File: src/hw/rtl/turtle_pen_plotter_assert.svh
// Assertion macros shared by the turtle pen plotter RTL.
// Depends on nothing; the including module must supply i_clk and i_rst_n.
`ifndef TURTLE_PEN_PLOTTER_ASSERT_SVH
`define TURTLE_PEN_PLOTTER_ASSERT_SVH

// Same-cycle implication, checked outside reset.
`define TPP_ASSERT_NOW(label, ante, cons, msg) \
    label: assert property (@(posedge i_clk) disable iff (!i_rst_n) (ante) |-> (cons)) \
        else $error(msg);

// Next-cycle implication, checked outside reset.
`define TPP_ASSERT_NEXT(label, ante, cons, msg) \
    label: assert property (@(posedge i_clk) disable iff (!i_rst_n) (ante) |=> (cons)) \
        else $error(msg);

`endif

File: src/hw/rtl/tpp_pkg.sv
// Package for the turtle pen plotter: default grid size, command and heading codes, turn increments.
// Depends on nothing.
package tpp_pkg;

    localparam int GRID_SIZE_DEF = 64;

    localparam logic [2:0] OP_PEN_UP   = 3'd0;
    localparam logic [2:0] OP_PEN_DOWN = 3'd1;
    localparam logic [2:0] OP_TURN_R   = 3'd2;
    localparam logic [2:0] OP_TURN_L   = 3'd3;
    localparam logic [2:0] OP_MOVE     = 3'd4;
    localparam logic [2:0] OP_READ     = 3'd5;

    localparam logic [1:0] HEAD_UP    = 2'd0;
    localparam logic [1:0] HEAD_RIGHT = 2'd1;
    localparam logic [1:0] HEAD_DOWN  = 2'd2;
    localparam logic [1:0] HEAD_LEFT  = 2'd3;

    localparam logic [1:0] TURN_R_INC = 2'd1;
    localparam logic [1:0] TURN_L_INC = 2'd3;

endpackage

File: src/hw/rtl/turtle_pen_plotter.sv
// Sequencing: pen and turn commands, pen-up and refused moves go from input transfer
// through S_DONE to the output register; a cell read and a pen-down move first walk the
// bitmap rows in S_WALK (one bitmap row per cycle), a horizontal move a single row.
// Throughput: one command at a time; a vertical pen-down move walks step_count+1 rows,
// at most GRID_SIZE; a new command is taken while the previous result waits.
// Reset (synchronous, active low) sets position 0,0, heading right, pen down, and clears
// the per-row valid bits at once so the whole bitmap reads as zero with no clearing pass.
module turtle_pen_plotter #(
    parameter int GRID_SIZE = tpp_pkg::GRID_SIZE_DEF
) (
    input  logic       i_clk,
    input  logic       i_rst_n,
    // command channel
    input  logic       i_in_valid,
    output logic       o_in_stall,
    input  logic [2:0] i_operation,
    input  logic [7:0] i_step_count,
    input  logic [5:0] i_read_row,
    input  logic [5:0] i_read_col,
    // result channel
    output logic       o_out_valid,
    input  logic       i_out_stall,
    output logic       o_status,
    output logic       o_cell_value,
    output logic [5:0] o_pos_x,
    output logic [5:0] o_pos_y,
    output logic [1:0] o_heading_now
);

    `include "turtle_pen_plotter_assert.svh"

    // Position width and row-count width follow from the grid size.
    localparam int PW = $clog2(GRID_SIZE);
    localparam int CW = $clog2(GRID_SIZE + 1);

    // Sequencer states: take a command, walk the rows, hand off the result.
    localparam logic [1:0] S_IDLE = 2'd0;
    localparam logic [1:0] S_WALK = 2'd1;
    localparam logic [1:0] S_DONE = 2'd2;

    // Turtle state
    logic [PW-1:0]        r_col;
    logic [PW-1:0]        r_row;
    logic [1:0]           r_head;
    logic                 r_pen;

    // Sequencer
    logic [1:0]           r_state;
    logic [PW-1:0]        r_rd_row;    // next row to read
    logic [CW-1:0]        r_rd_left;   // rows still to read
    logic                 r_up;        // walk toward row zero
    logic                 r_is_rd;     // walk is a cell read, not a mark
    logic [PW-1:0]        r_col_sel;   // column of the cell read
    logic [GRID_SIZE-1:0] r_mask;      // columns to mark in each walked row
    logic                 r_wr_pend;   // read data for r_wr_row arrives this cycle
    logic [PW-1:0]        r_wr_row;

    // Pending result
    logic                 r_status;
    logic                 r_cell;

    // Output register
    logic                 r_ov;
    logic                 r_o_status;
    logic                 r_o_cell;
    logic [5:0]           r_o_x;
    logic [5:0]           r_o_y;
    logic [1:0]           r_o_head;

    // Bitmap: one row per word, a valid bit per row stands in for the cleared state.
    logic [GRID_SIZE-1:0] r_mem [GRID_SIZE];
    logic [GRID_SIZE-1:0] r_row_vld;
    logic [GRID_SIZE-1:0] r_rdata;
    logic                 r_rvld;

    logic                 w_in_acc;
    logic                 w_rd_en;
    logic                 w_wr_en;
    logic                 w_out_load;
    logic [GRID_SIZE-1:0] w_merge;
    logic [8:0]           w_x9;
    logic [8:0]           w_y9;

    // Move target and marking geometry
    logic                 n_refuse;
    logic [PW-1:0]        n_tx;
    logic [PW-1:0]        n_ty;
    logic [GRID_SIZE-1:0] n_mask;
    logic [CW-1:0]        n_rows;
    logic                 n_vert;
    logic                 n_rd_in;     // requested cell lies inside the grid
    logic [8:0]           w_rrow9;
    logic [8:0]           w_rcol9;

    assign o_in_stall = (r_state != S_IDLE);
    assign w_in_acc   = i_in_valid && !o_in_stall;
    assign w_rd_en    = (r_state == S_WALK) && (r_rd_left != '0);
    assign w_wr_en    = r_wr_pend && !r_is_rd;
    assign w_out_load = (r_state == S_DONE) && (!r_ov || !i_out_stall);

    // Never-written rows read as cleared.
    assign w_merge = (r_rvld ? r_rdata : '0) | r_mask;

    assign w_rrow9 = 9'(i_read_row);
    assign w_rcol9 = 9'(i_read_col);
    assign n_rd_in = (w_rrow9 < 9'(GRID_SIZE)) && (w_rcol9 < 9'(GRID_SIZE));

    always_comb begin
        logic [9:0]    cx10;
        logic [9:0]    cy10;
        logic [9:0]    n10;
        logic [9:0]    t10;
        logic [PW-1:0] lo;
        logic [PW-1:0] hi;
        cx10     = 10'(r_col);
        cy10     = 10'(r_row);
        n10      = 10'(i_step_count);
        t10      = '0;
        n_refuse = 1'b0;
        n_tx     = r_col;
        n_ty     = r_row;
        n_vert   = (r_head == tpp_pkg::HEAD_UP) || (r_head == tpp_pkg::HEAD_DOWN);
        unique case (r_head)
            tpp_pkg::HEAD_UP: begin
                n_refuse = (n10 > cy10);
                t10      = cy10 - n10;
                n_ty     = t10[PW-1:0];
            end
            tpp_pkg::HEAD_RIGHT: begin
                t10      = cx10 + n10;
                n_refuse = (t10 >= 10'(GRID_SIZE));
                n_tx     = t10[PW-1:0];
            end
            tpp_pkg::HEAD_DOWN: begin
                t10      = cy10 + n10;
                n_refuse = (t10 >= 10'(GRID_SIZE));
                n_ty     = t10[PW-1:0];
            end
            default: begin
                n_refuse = (n10 > cx10);
                t10      = cx10 - n10;
                n_tx     = t10[PW-1:0];
            end
        endcase
        // Horizontal moves mark a column span in one row; vertical ones one column per row.
        lo = (n_tx < r_col) ? n_tx : r_col;
        hi = (n_tx < r_col) ? r_col : n_tx;
        for (int j = 0; j < GRID_SIZE; j++) begin
            n_mask[j] = (PW'(j) >= lo) && (PW'(j) <= hi);
        end
        n_rows = n_vert ? CW'(9'(i_step_count) + 9'd1) : CW'(1);
    end

    // Control state
    always_ff @(posedge i_clk) begin
        if (!i_rst_n) begin
            r_state   <= S_IDLE;
            r_col     <= '0;
            r_row     <= '0;
            r_head    <= tpp_pkg::HEAD_RIGHT;
            r_pen     <= 1'b1;
            r_rd_left <= '0;
            r_wr_pend <= 1'b0;
            r_ov      <= 1'b0;
            r_row_vld <= '0;
        end else begin
            // Mark a row as holding real data once it is written back.
            if (w_wr_en) begin
                r_row_vld[r_wr_row] <= 1'b1;
            end

            // Output register: drop on transfer, load when the result is ready.
            if (w_out_load) begin
                r_ov <= 1'b1;
            end else if (!i_out_stall) begin
                r_ov <= 1'b0;
            end

            unique case (r_state)
                S_IDLE: begin
                    if (w_in_acc) begin
                        unique case (i_operation)
                            tpp_pkg::OP_PEN_UP: begin
                                r_pen   <= 1'b0;
                                r_state <= S_DONE;
                            end
                            tpp_pkg::OP_PEN_DOWN: begin
                                r_pen   <= 1'b1;
                                r_state <= S_DONE;
                            end
                            tpp_pkg::OP_TURN_R: begin
                                r_head  <= r_head + tpp_pkg::TURN_R_INC;
                                r_state <= S_DONE;
                            end
                            tpp_pkg::OP_TURN_L: begin
                                r_head  <= r_head + tpp_pkg::TURN_L_INC;
                                r_state <= S_DONE;
                            end
                            tpp_pkg::OP_MOVE: begin
                                if (!n_refuse) begin
                                    r_col <= n_tx;
                                    r_row <= n_ty;
                                end
                                // Walk the rows only when the pen leaves marks.
                                if (!n_refuse && r_pen) begin
                                    r_state   <= S_WALK;
                                    r_rd_left <= n_rows;
                                end else begin
                                    r_state <= S_DONE;
                                end
                            end
                            tpp_pkg::OP_READ: begin
                                if (n_rd_in) begin
                                    r_state   <= S_WALK;
                                    r_rd_left <= CW'(1);
                                end else begin
                                    r_state <= S_DONE;
                                end
                            end
                            default: r_state <= S_DONE;
                        endcase
                    end
                end
                S_WALK: begin
                    // Read one row a cycle; write it back the cycle after, unless the walk is a cell read.
                    r_wr_pend <= w_rd_en;
                    if (w_rd_en) begin
                        r_rd_left <= r_rd_left - CW'(1);
                    end
                    if (!w_rd_en && !r_wr_pend) begin
                        r_state <= S_DONE;
                    end
                end
                S_DONE: begin
                    if (w_out_load) begin
                        r_state <= S_IDLE;
                    end
                end
                default: r_state <= S_IDLE;
            endcase
        end
    end

    // Walk payload and pending result
    always_ff @(posedge i_clk) begin
        if (w_in_acc) begin
            r_status  <= (i_operation == tpp_pkg::OP_MOVE) && n_refuse;
            r_cell    <= 1'b0;
            r_is_rd   <= (i_operation == tpp_pkg::OP_READ);
            r_col_sel <= w_rcol9[PW-1:0];
            r_mask    <= n_mask;
            r_up      <= (r_head == tpp_pkg::HEAD_UP);
            r_rd_row  <= (i_operation == tpp_pkg::OP_READ) ? w_rrow9[PW-1:0] : r_row;
        end else if (w_rd_en) begin
            r_rd_row <= r_up ? r_rd_row - PW'(1) : r_rd_row + PW'(1);
        end
        if (w_rd_en) begin
            r_wr_row <= r_rd_row;
        end
        if (r_wr_pend && r_is_rd) begin
            r_cell <= r_rvld && r_rdata[r_col_sel];
        end
    end

    // Bitmap memory: one read and one write port, registered read data.
    always_ff @(posedge i_clk) begin
        if (w_rd_en) begin
            r_rdata <= r_mem[r_rd_row];
            r_rvld  <= r_row_vld[r_rd_row];
        end
        if (w_wr_en) begin
            r_mem[r_wr_row] <= w_merge;
        end
    end

    // Output payload: positions carry their low six bits.
    assign w_x9 = 9'(r_col);
    assign w_y9 = 9'(r_row);

    always_ff @(posedge i_clk) begin
        if (w_out_load) begin
            r_o_status <= r_status;
            r_o_cell   <= r_cell;
            r_o_x      <= w_x9[5:0];
            r_o_y      <= w_y9[5:0];
            r_o_head   <= r_head;
        end
    end

    assign o_out_valid   = r_ov;
    assign o_status      = r_o_status;
    assign o_cell_value  = r_o_cell;
    assign o_pos_x       = r_o_x;
    assign o_pos_y       = r_o_y;
    assign o_heading_now = r_o_head;

    `TPP_ASSERT_NOW(a_wr_only_in_walk, r_wr_pend, r_state == S_WALK, "write-back outside walk")
    `TPP_ASSERT_NOW(a_idle_no_reads, r_state == S_IDLE, r_rd_left == '0, "rows left while idle")
    `TPP_ASSERT_NEXT(a_done_loads, w_out_load, r_ov && (r_state == S_IDLE), "result not loaded")
    `TPP_ASSERT_NOW(a_pos_in_grid, 1'b1,
                    (r_col <= PW'(GRID_SIZE - 1)) && (r_row <= PW'(GRID_SIZE - 1)),
                    "turtle left the grid")

endmodule
File: config.mk
export PLATFORM = sky130hd
export DESIGN_NAME = turtle_pen_plotter
export DESIGN_NICKNAME = d
export VERILOG_FILES = /design/src/hw/rtl/tpp_pkg.sv /design/src/hw/rtl/turtle_pen_plotter.sv
export VERILOG_INCLUDE_DIRS = /design/src /design/src/hw/rtl
export SDC_FILE = /design/constraint.sdc
export NUM_CORES = 2
export LEC_CHECK = 0
export BUFFER_PORTS_ARGS = -buffer_cell sky130_fd_sc_hd__buf_4
export CORE_MARGIN = 2
export CORE_UTILIZATION = 36
export DETAILED_ROUTE_END_ITERATION = 8
export HOLD_SLACK_MARGIN = 0.15
export PLACE_DENSITY = 0.55
export SYNTH_ARGS = -nofsm -noshare
export SYNTH_HDL_FRONTEND = slang
export SYNTH_SLANG_ARGS = --single-unit
File: constraint.sdc
create_clock -name i_clk -period 7.3 [get_ports i_clk]
set_input_delay 0.73 -clock i_clk [delete_from_list [all_inputs] [get_ports i_clk]]
set_output_delay 0.73 -clock i_clk [all_outputs]
set_load 0.02 [all_outputs]
# After elaboration in Yosys (flattened, before gate mapping)
# Memories as Yosys holds them, arrays and structs flattened. A register that Yosys moved wholly into a read port is not among the register bits.
# Cells that the tools add are included.
# classes
n_addsub	10
magnitude_cmp	139
eq_ne	17
mux	38
bitwise	3
reduce_logical	102
# op_table
cell	n
6-bit greater-or-equal comparator (first input constant)	32
6-bit less-or-equal comparator (first input constant)	32
64-bit OR	2
5-bit by 6-bit greater-or-equal comparator with 1-bit output (first input constant)	16
5-bit by 6-bit less-or-equal comparator with 1-bit output (first input constant)	16
1-bit logical AND	75
64-bit two-way mux	1
4-bit by 6-bit greater-or-equal comparator with 1-bit output (first input constant)	8
4-bit by 6-bit less-or-equal comparator with 1-bit output (first input constant)	8
6-bit two-way mux	6
6-bit by 7-bit less-than comparator with 1-bit output (second input constant)	5
7-bit two-way mux	5
7-bit case mux with 2 select lines	2
3-bit by 6-bit greater-or-equal comparator with 1-bit output (first input constant)	4
3-bit by 6-bit less-or-equal comparator with 1-bit output (first input constant)	4
6-bit case mux with 2 select lines	2
6-bit by 8-bit adder with 9-bit output	2
9-bit by 7-bit greater-or-equal comparator with 1-bit output (second input constant)	2
8-bit by 6-bit > comparator with 1-bit output	2
2-bit nonzero test	7
1-bit binary-select mux with 6-bit select	2
1-bit by 6-bit greater-or-equal comparator with 1-bit output (first input constant)	2
2-bit by 6-bit greater-or-equal comparator with 1-bit output (first input constant)	2
1-bit by 6-bit less-or-equal comparator with 1-bit output (first input constant)	2
36 further kinds	70
# totals
reg_bits	193
ramBits	4096
in_bits	27
output_inout_bits	18
wordCells	333
memories	1
# mem_list
name	depth	width	rd	rd_clocked_by_memory_dff	write_ports	line_no	text
r_mem	64	64	1	1	1	turtle_pen_plotter.sv:71	logic [GRID_SIZE-1:0] r_mem [GRID_SIZE];

# Depth between registers and ports, before layout
# logic_depth
depth_word	9
depth_mapped	19
mapped_depth_nobuf	16

# Worst setup path before layout
# No wires, ideal clock.
# synth_path
path_type	register -> register
from	reg r_rd_left[0]
to	reg r_rd_left[5]
setup_time_ns	0.092
arrival_time_ns	4.954
t_required_ns	7.208
setup_slack_ns	2.254
stages_incl_launch_ff	10
n_path_buf	1
synth_period_minus_slack_ns	5.046
path_cell_list	dfxtp_1 inv_1 ha_1 nand2_1 nor2_1 nor2_1 nor2_1 a21o_1 buf_2 o32ai_1
# synth_via
elab_chain_len	4
word_cells_on_any_way	7
classes_between	add/sub (1); eq/ne (1); mux (2); reduce/logical (3)
# synth_lines
element	line_no	text
start, declared	turtle_pen_plotter.sv:50	logic [CW-1:0] r_rd_left;
start signal, assigned	turtle_pen_plotter.sv:207	r_rd_left <= n_rows;
start signal, assigned	turtle_pen_plotter.sv:228	r_rd_left <= r_rd_left - CW'(1);
7-bit nonzero test	turtle_pen_plotter.sv:97	assign w_rd_en = (r_state == S_WALK) && (r_rd_left != '0);
1-bit logical AND	turtle_pen_plotter.sv:97	
net w_rd_en	turtle_pen_plotter.sv:77	logic w_rd_en;
2-bit != test (no line)	--	
6-bit AND reduction (no line)	--	
# The timed path passes the listed nets, and every way through them passes these cells. The select of a mux whose other input is x is not followed.
# A chain may end at the register's enable or synchronous reset.

# Worst setup path in the final report
# layout_path
from	reg r_col[2]
to	reg r_mask[28], data pin
# layout_via
elab_chain_len	6
word_cells_on_any_way	9
classes_between	add/sub (2); order compare (3); mux (3); reduce/logical (1)
# layout_lines
element	line_no	text
start, declared	turtle_pen_plotter.sv:42	logic [PW-1:0] r_col;
start signal, assigned	turtle_pen_plotter.sv:201	r_col <= n_tx;
6-bit by 8-bit adder with 9-bit output / 6-bit subtractor (equally long branches)	turtle_pen_plotter.sv:130, turtle_pen_plotter.sv:141	
6-bit case mux with 2 select lines *	turtle_pen_plotter.sv:123	unique case (r_head)
net n_tx[3]	turtle_pen_plotter.sv:86	logic [PW-1:0] n_tx;
6-bit less-than comparator	turtle_pen_plotter.sv:146, turtle_pen_plotter.sv:147	
6-bit two-way mux, on equally long branches	turtle_pen_plotter.sv:146, turtle_pen_plotter.sv:147	
5-bit by 6-bit greater-or-equal comparator with 1-bit output / 5-bit by 6-bit less-or-equal comparator with 1-bit output (equally long branches)	turtle_pen_plotter.sv:149	n_mask[j] = (PW'(j) >= lo) && (PW'(j) <= hi);
1-bit logical AND *	turtle_pen_plotter.sv:149	
net n_mask[28]	turtle_pen_plotter.sv:88	logic [GRID_SIZE-1:0] n_mask;
end signal, assigned	turtle_pen_plotter.sv:251	r_mask <= n_mask;
end, declared	turtle_pen_plotter.sv:54	logic [GRID_SIZE-1:0] r_mask;
# Mark *: on every way through the listed nets, which the timed path passes. The rest lies on a longest branch.

==> flow_metrics.env <==
export IMPL_run_status="completed"
export IMPL_timing_critical_path_slowest_stage_cell="nand2_1"
export IMPL_cts_resized=0
export IMPL_gr_total_overflow=0
export IMPL_die_width_um=687
export IMPL_design_die_area_um2=472000
export IMPL_worst_slew_pin_transition_ns=1.37
export IMPL_drc=0
export IMPL_die_height_um=687
export IMPL_timing_critical_path_required_ns=8.08
export IMPL_top_library_cells_by_usage_in_the_layout_fill_and_taps_aside="4263 x edfxtp_1, 1386 x mux4_2, 446 x clkbuf_16"
export IMPL_worstRegToRegCells=15
export IMPL_wire_length_of_the_first_global_routing_pass_um=686000
export IMPL_cell_count_after_placement=13100
export IMPL_synth_cell_area_um2=168000
export IMPL_clock_insertion_delay_worst_skew_ns=1.00
export IMPL_critPathMaxStageDelay_ns=0.62
export IMPL_timing_hold_worst_path_depth=5
export IMPL_worst_hold_path_type="input pin to flip-flop"
export IMPL_yosysWarnings=0
export IMPL_layout_min_cycle_time_ns=5.58
export IMPL_regToRegSetupSlack_ns=1.72
export IMPL_crit_chain="buf_4, ha_1, nor3b_2, o311ai_0, and4b_1, a21o_1, inv_2, ha_1, nor4_1, o21ai_1, nand2_1, nor2_1, a21oi_2, o21ai_1, a221oi_1"
export IMPL_min_period_over_period_pct=76.5
export IMPL_end_kind="flip-flop"
export IMPL_yosys_cell_types_count=83
export IMPL_numPortBuffers=44
export IMPL_clk_root_buffer_cell="clkbuf_16"
export IMPL_half_perimeter_wire_length_after_detailed_placement_um=265000
export IMPL_leakagePower_nw=58.6
export IMPL_syn_nets=7044
export IMPL_htreeDepth=5
export IMPL_io_pin_count=45
export IMPL_clkSlewWorstSetupHoldPaths_ns=0.06
export IMPL_avgSynthCellArea_um2=24.1
export IMPL_grt_max_degree=126
export IMPL_worst_ir_drop_vdd_mv=0.217
export IMPL_netlist_top_cells_area="edfxtp_1 76%, mux4_2 19%, dfxtp_1 1.1%"
export IMPL_asyncSetResetFlopFracSynth_pct=0
export IMPL_postLayoutSetupSlackWorst_ns=1.72
export IMPL_drt_pass1_iterations=5
export IMPL_final_setup_skew_ns=0.0673
export IMPL_ys_dominant_reg_cell="edfxtp_1"
export IMPL_relSlewSlack_pct=8.99
export IMPL_cts_tree="done"
export IMPL_nNetsFinal=7487
export IMPL_grt_total_usage_pct=21.0
export IMPL_startpoint_type="flip-flop"
export IMPL_first_global_vias=81300
export IMPL_drive_gt1_share_pct=31.0
export IMPL_fmaxAchievable_mhz=179
export IMPL_initial_cell_density_of_the_core_pct=36.2
export IMPL_synth_seq_cells=4353
export IMPL_routabilityCongestion=0.859
export IMPL_cts_buffer_count=439
export IMPL_tritoncts_num_sinks=4353
export IMPL_avgRoutedWirePerCell_um=36.0
export IMPL_synth_sequential_area_ratio_pct=77.3
export IMPL_timing_setup_tns_ns=0
export IMPL_synthesis_instances=6967
export IMPL_cts_hold_buffers=21
export IMPL_drt_total_wl_um=502000
export IMPL_flow_area_growth_from_synthesis_pct=14.2
export IMPL_first_iter_violations=11100
export IMPL_worst_ep_arrival_time_ns=6.37
export IMPL_drt_vias_per_instance=5.77
export IMPL_critical_path_max_fanout=19
export IMPL_final_common_cell="edfxtp_1"
export IMPL_maximum_number_of_buffers_from_clock_root_to_sink=4
export IMPL_std_cell_rows=250
export IMPL_synth_edf_count=4263
export IMPL_total_count_of_hold_check_failures_in_the_final_report=0
export IMPL_preCtsSetupSlack_ns=1.36
export IMPL_layoutNonFillerInstCount=14000
export IMPL_detail_route_antenna_nets=0
export IMPL_final_setup_vio_count=0
export IMPL_timing_worst_setup_path_type="flip-flop to flip-flop"
export IMPL_slew_viol_final=0
export IMPL_yosysTopAreaCellShare_pct=76.3
export IMPL_total_power_per_unit_cell_area_nw_per_um2=294
export IMPL_yosys_area_top_type="edfxtp_1"
export IMPL_antenna_violations_before_repair=30
export IMPL_fp_coreArea_um2=464000
export IMPL_grt_setup_unrepaired="no"
export IMPL_max_cap_viol_count=0
export IMPL_post_cts_setup_buffer_count=0
export IMPL_vias=80500
export IMPL_fin_hold_ws_ns=0.334
export IMPL_nFillCells=39800
## cell families (layout without fill, tap and decap cells)
group	count (synthesis)	count (layout)	synth area share, %
compound gates	294	294	1.27
xor+xnor	20	20	0.104
fa+ha+maj	50	50	0.395
buf+inv	406	1212	0.980
flops	4353	4353	77.3
mux	1410	1410	18.7
other cells	0	4	0
simple gates	434	434	1.16
## metrics by stage
step	cell area [um^2]	total power, W	utilization, %
floorplan	168000	0.0330	-
global placement	178000	0.0352	38.3
detailed placement	178000	0.0353	38.3
CTS	192000	0.0568	41.3
global route	192000	0.0580	41.3
finish	192000	0.0564	41.3
## synthesized netlist by cell type (26+ instances only)
library cell	n
a21oi_1	56
dfxtp_1	90
buf_1	58
nor2_1	254
ha_1	45
nor3_1	26
inv_1	40
buf_2	82
mux4_2	1386
a21o_1	74
nand2_1	61
edfxtp_1	4263
o21ai_0	29
clkbuf_1	217
## power breakdown
part,internal [W],total [W],switching [W]
logic,0.00271,0.00641,0.00370
clock network,0.0121,0.0217,0.00955
registers,0.0282,0.0283,0.000142
total,0.0430,0.0564,0.0134
## final timing paths
check                        from           end
setup / recovery         r_col[2]    r_mask[28]
hold / removal    i_step_count[2]  r_rd_left[2]
setup reg to reg         r_col[2]    r_mask[28]
hold reg to reg          r_status      o_status
## worst max-delay path, delay by kind of cell (launching register included)
family	cells	cell delay, ns
AND/OR/NAND/NOR	5	1.70
flip-flops	1	0.29
adder cells (fa/ha/maj)	2	0.80
buffers and inverters	2	0.33
AO/OA/AOI/OAI	6	2.22
## final cells by class
class / count / area [um^2] / area share [%]
inverters: 46 / 175 / 0.0914
well taps: 6174 / 7720 / 4.03
diodes: 4 / 10.0 / 0.00522
clock buffers: 571 / 11700 / 6.11
repair buffers: 362 / 3380 / 1.77
flip-flops and latches: 4353 / 130000 / 67.7
clock inverters: 233 / 1960 / 1.02
multi-input cells: 2208 / 36900 / 19.2
## registers in the layout (all words and copies together), names as in the netlist, 2 cells and up
name	count
o_heading_now	2
o_pos_x	6
o_pos_y	6
r_col	6
r_col_sel	6
r_head	2
r_mask	64
r_mem	4096
r_rd_left	7
r_rd_row	6
r_rdata	64
r_row	6
r_row_vld	64
r_state	2
r_wr_row	6
## layer usage
layer	wire (um)	up-vias	share of wire [%]	GRT usage, %
met5	30	-	0.0060	0
met4	18100	4	3.6	6.91
met3	36200	798	7.2	2.98
met2	244000	3632	49	34.4
met1	203000	45000	41	29.0
li1	-	31100	-	-
Note: power is estimated with default switching activity, not from simulation.
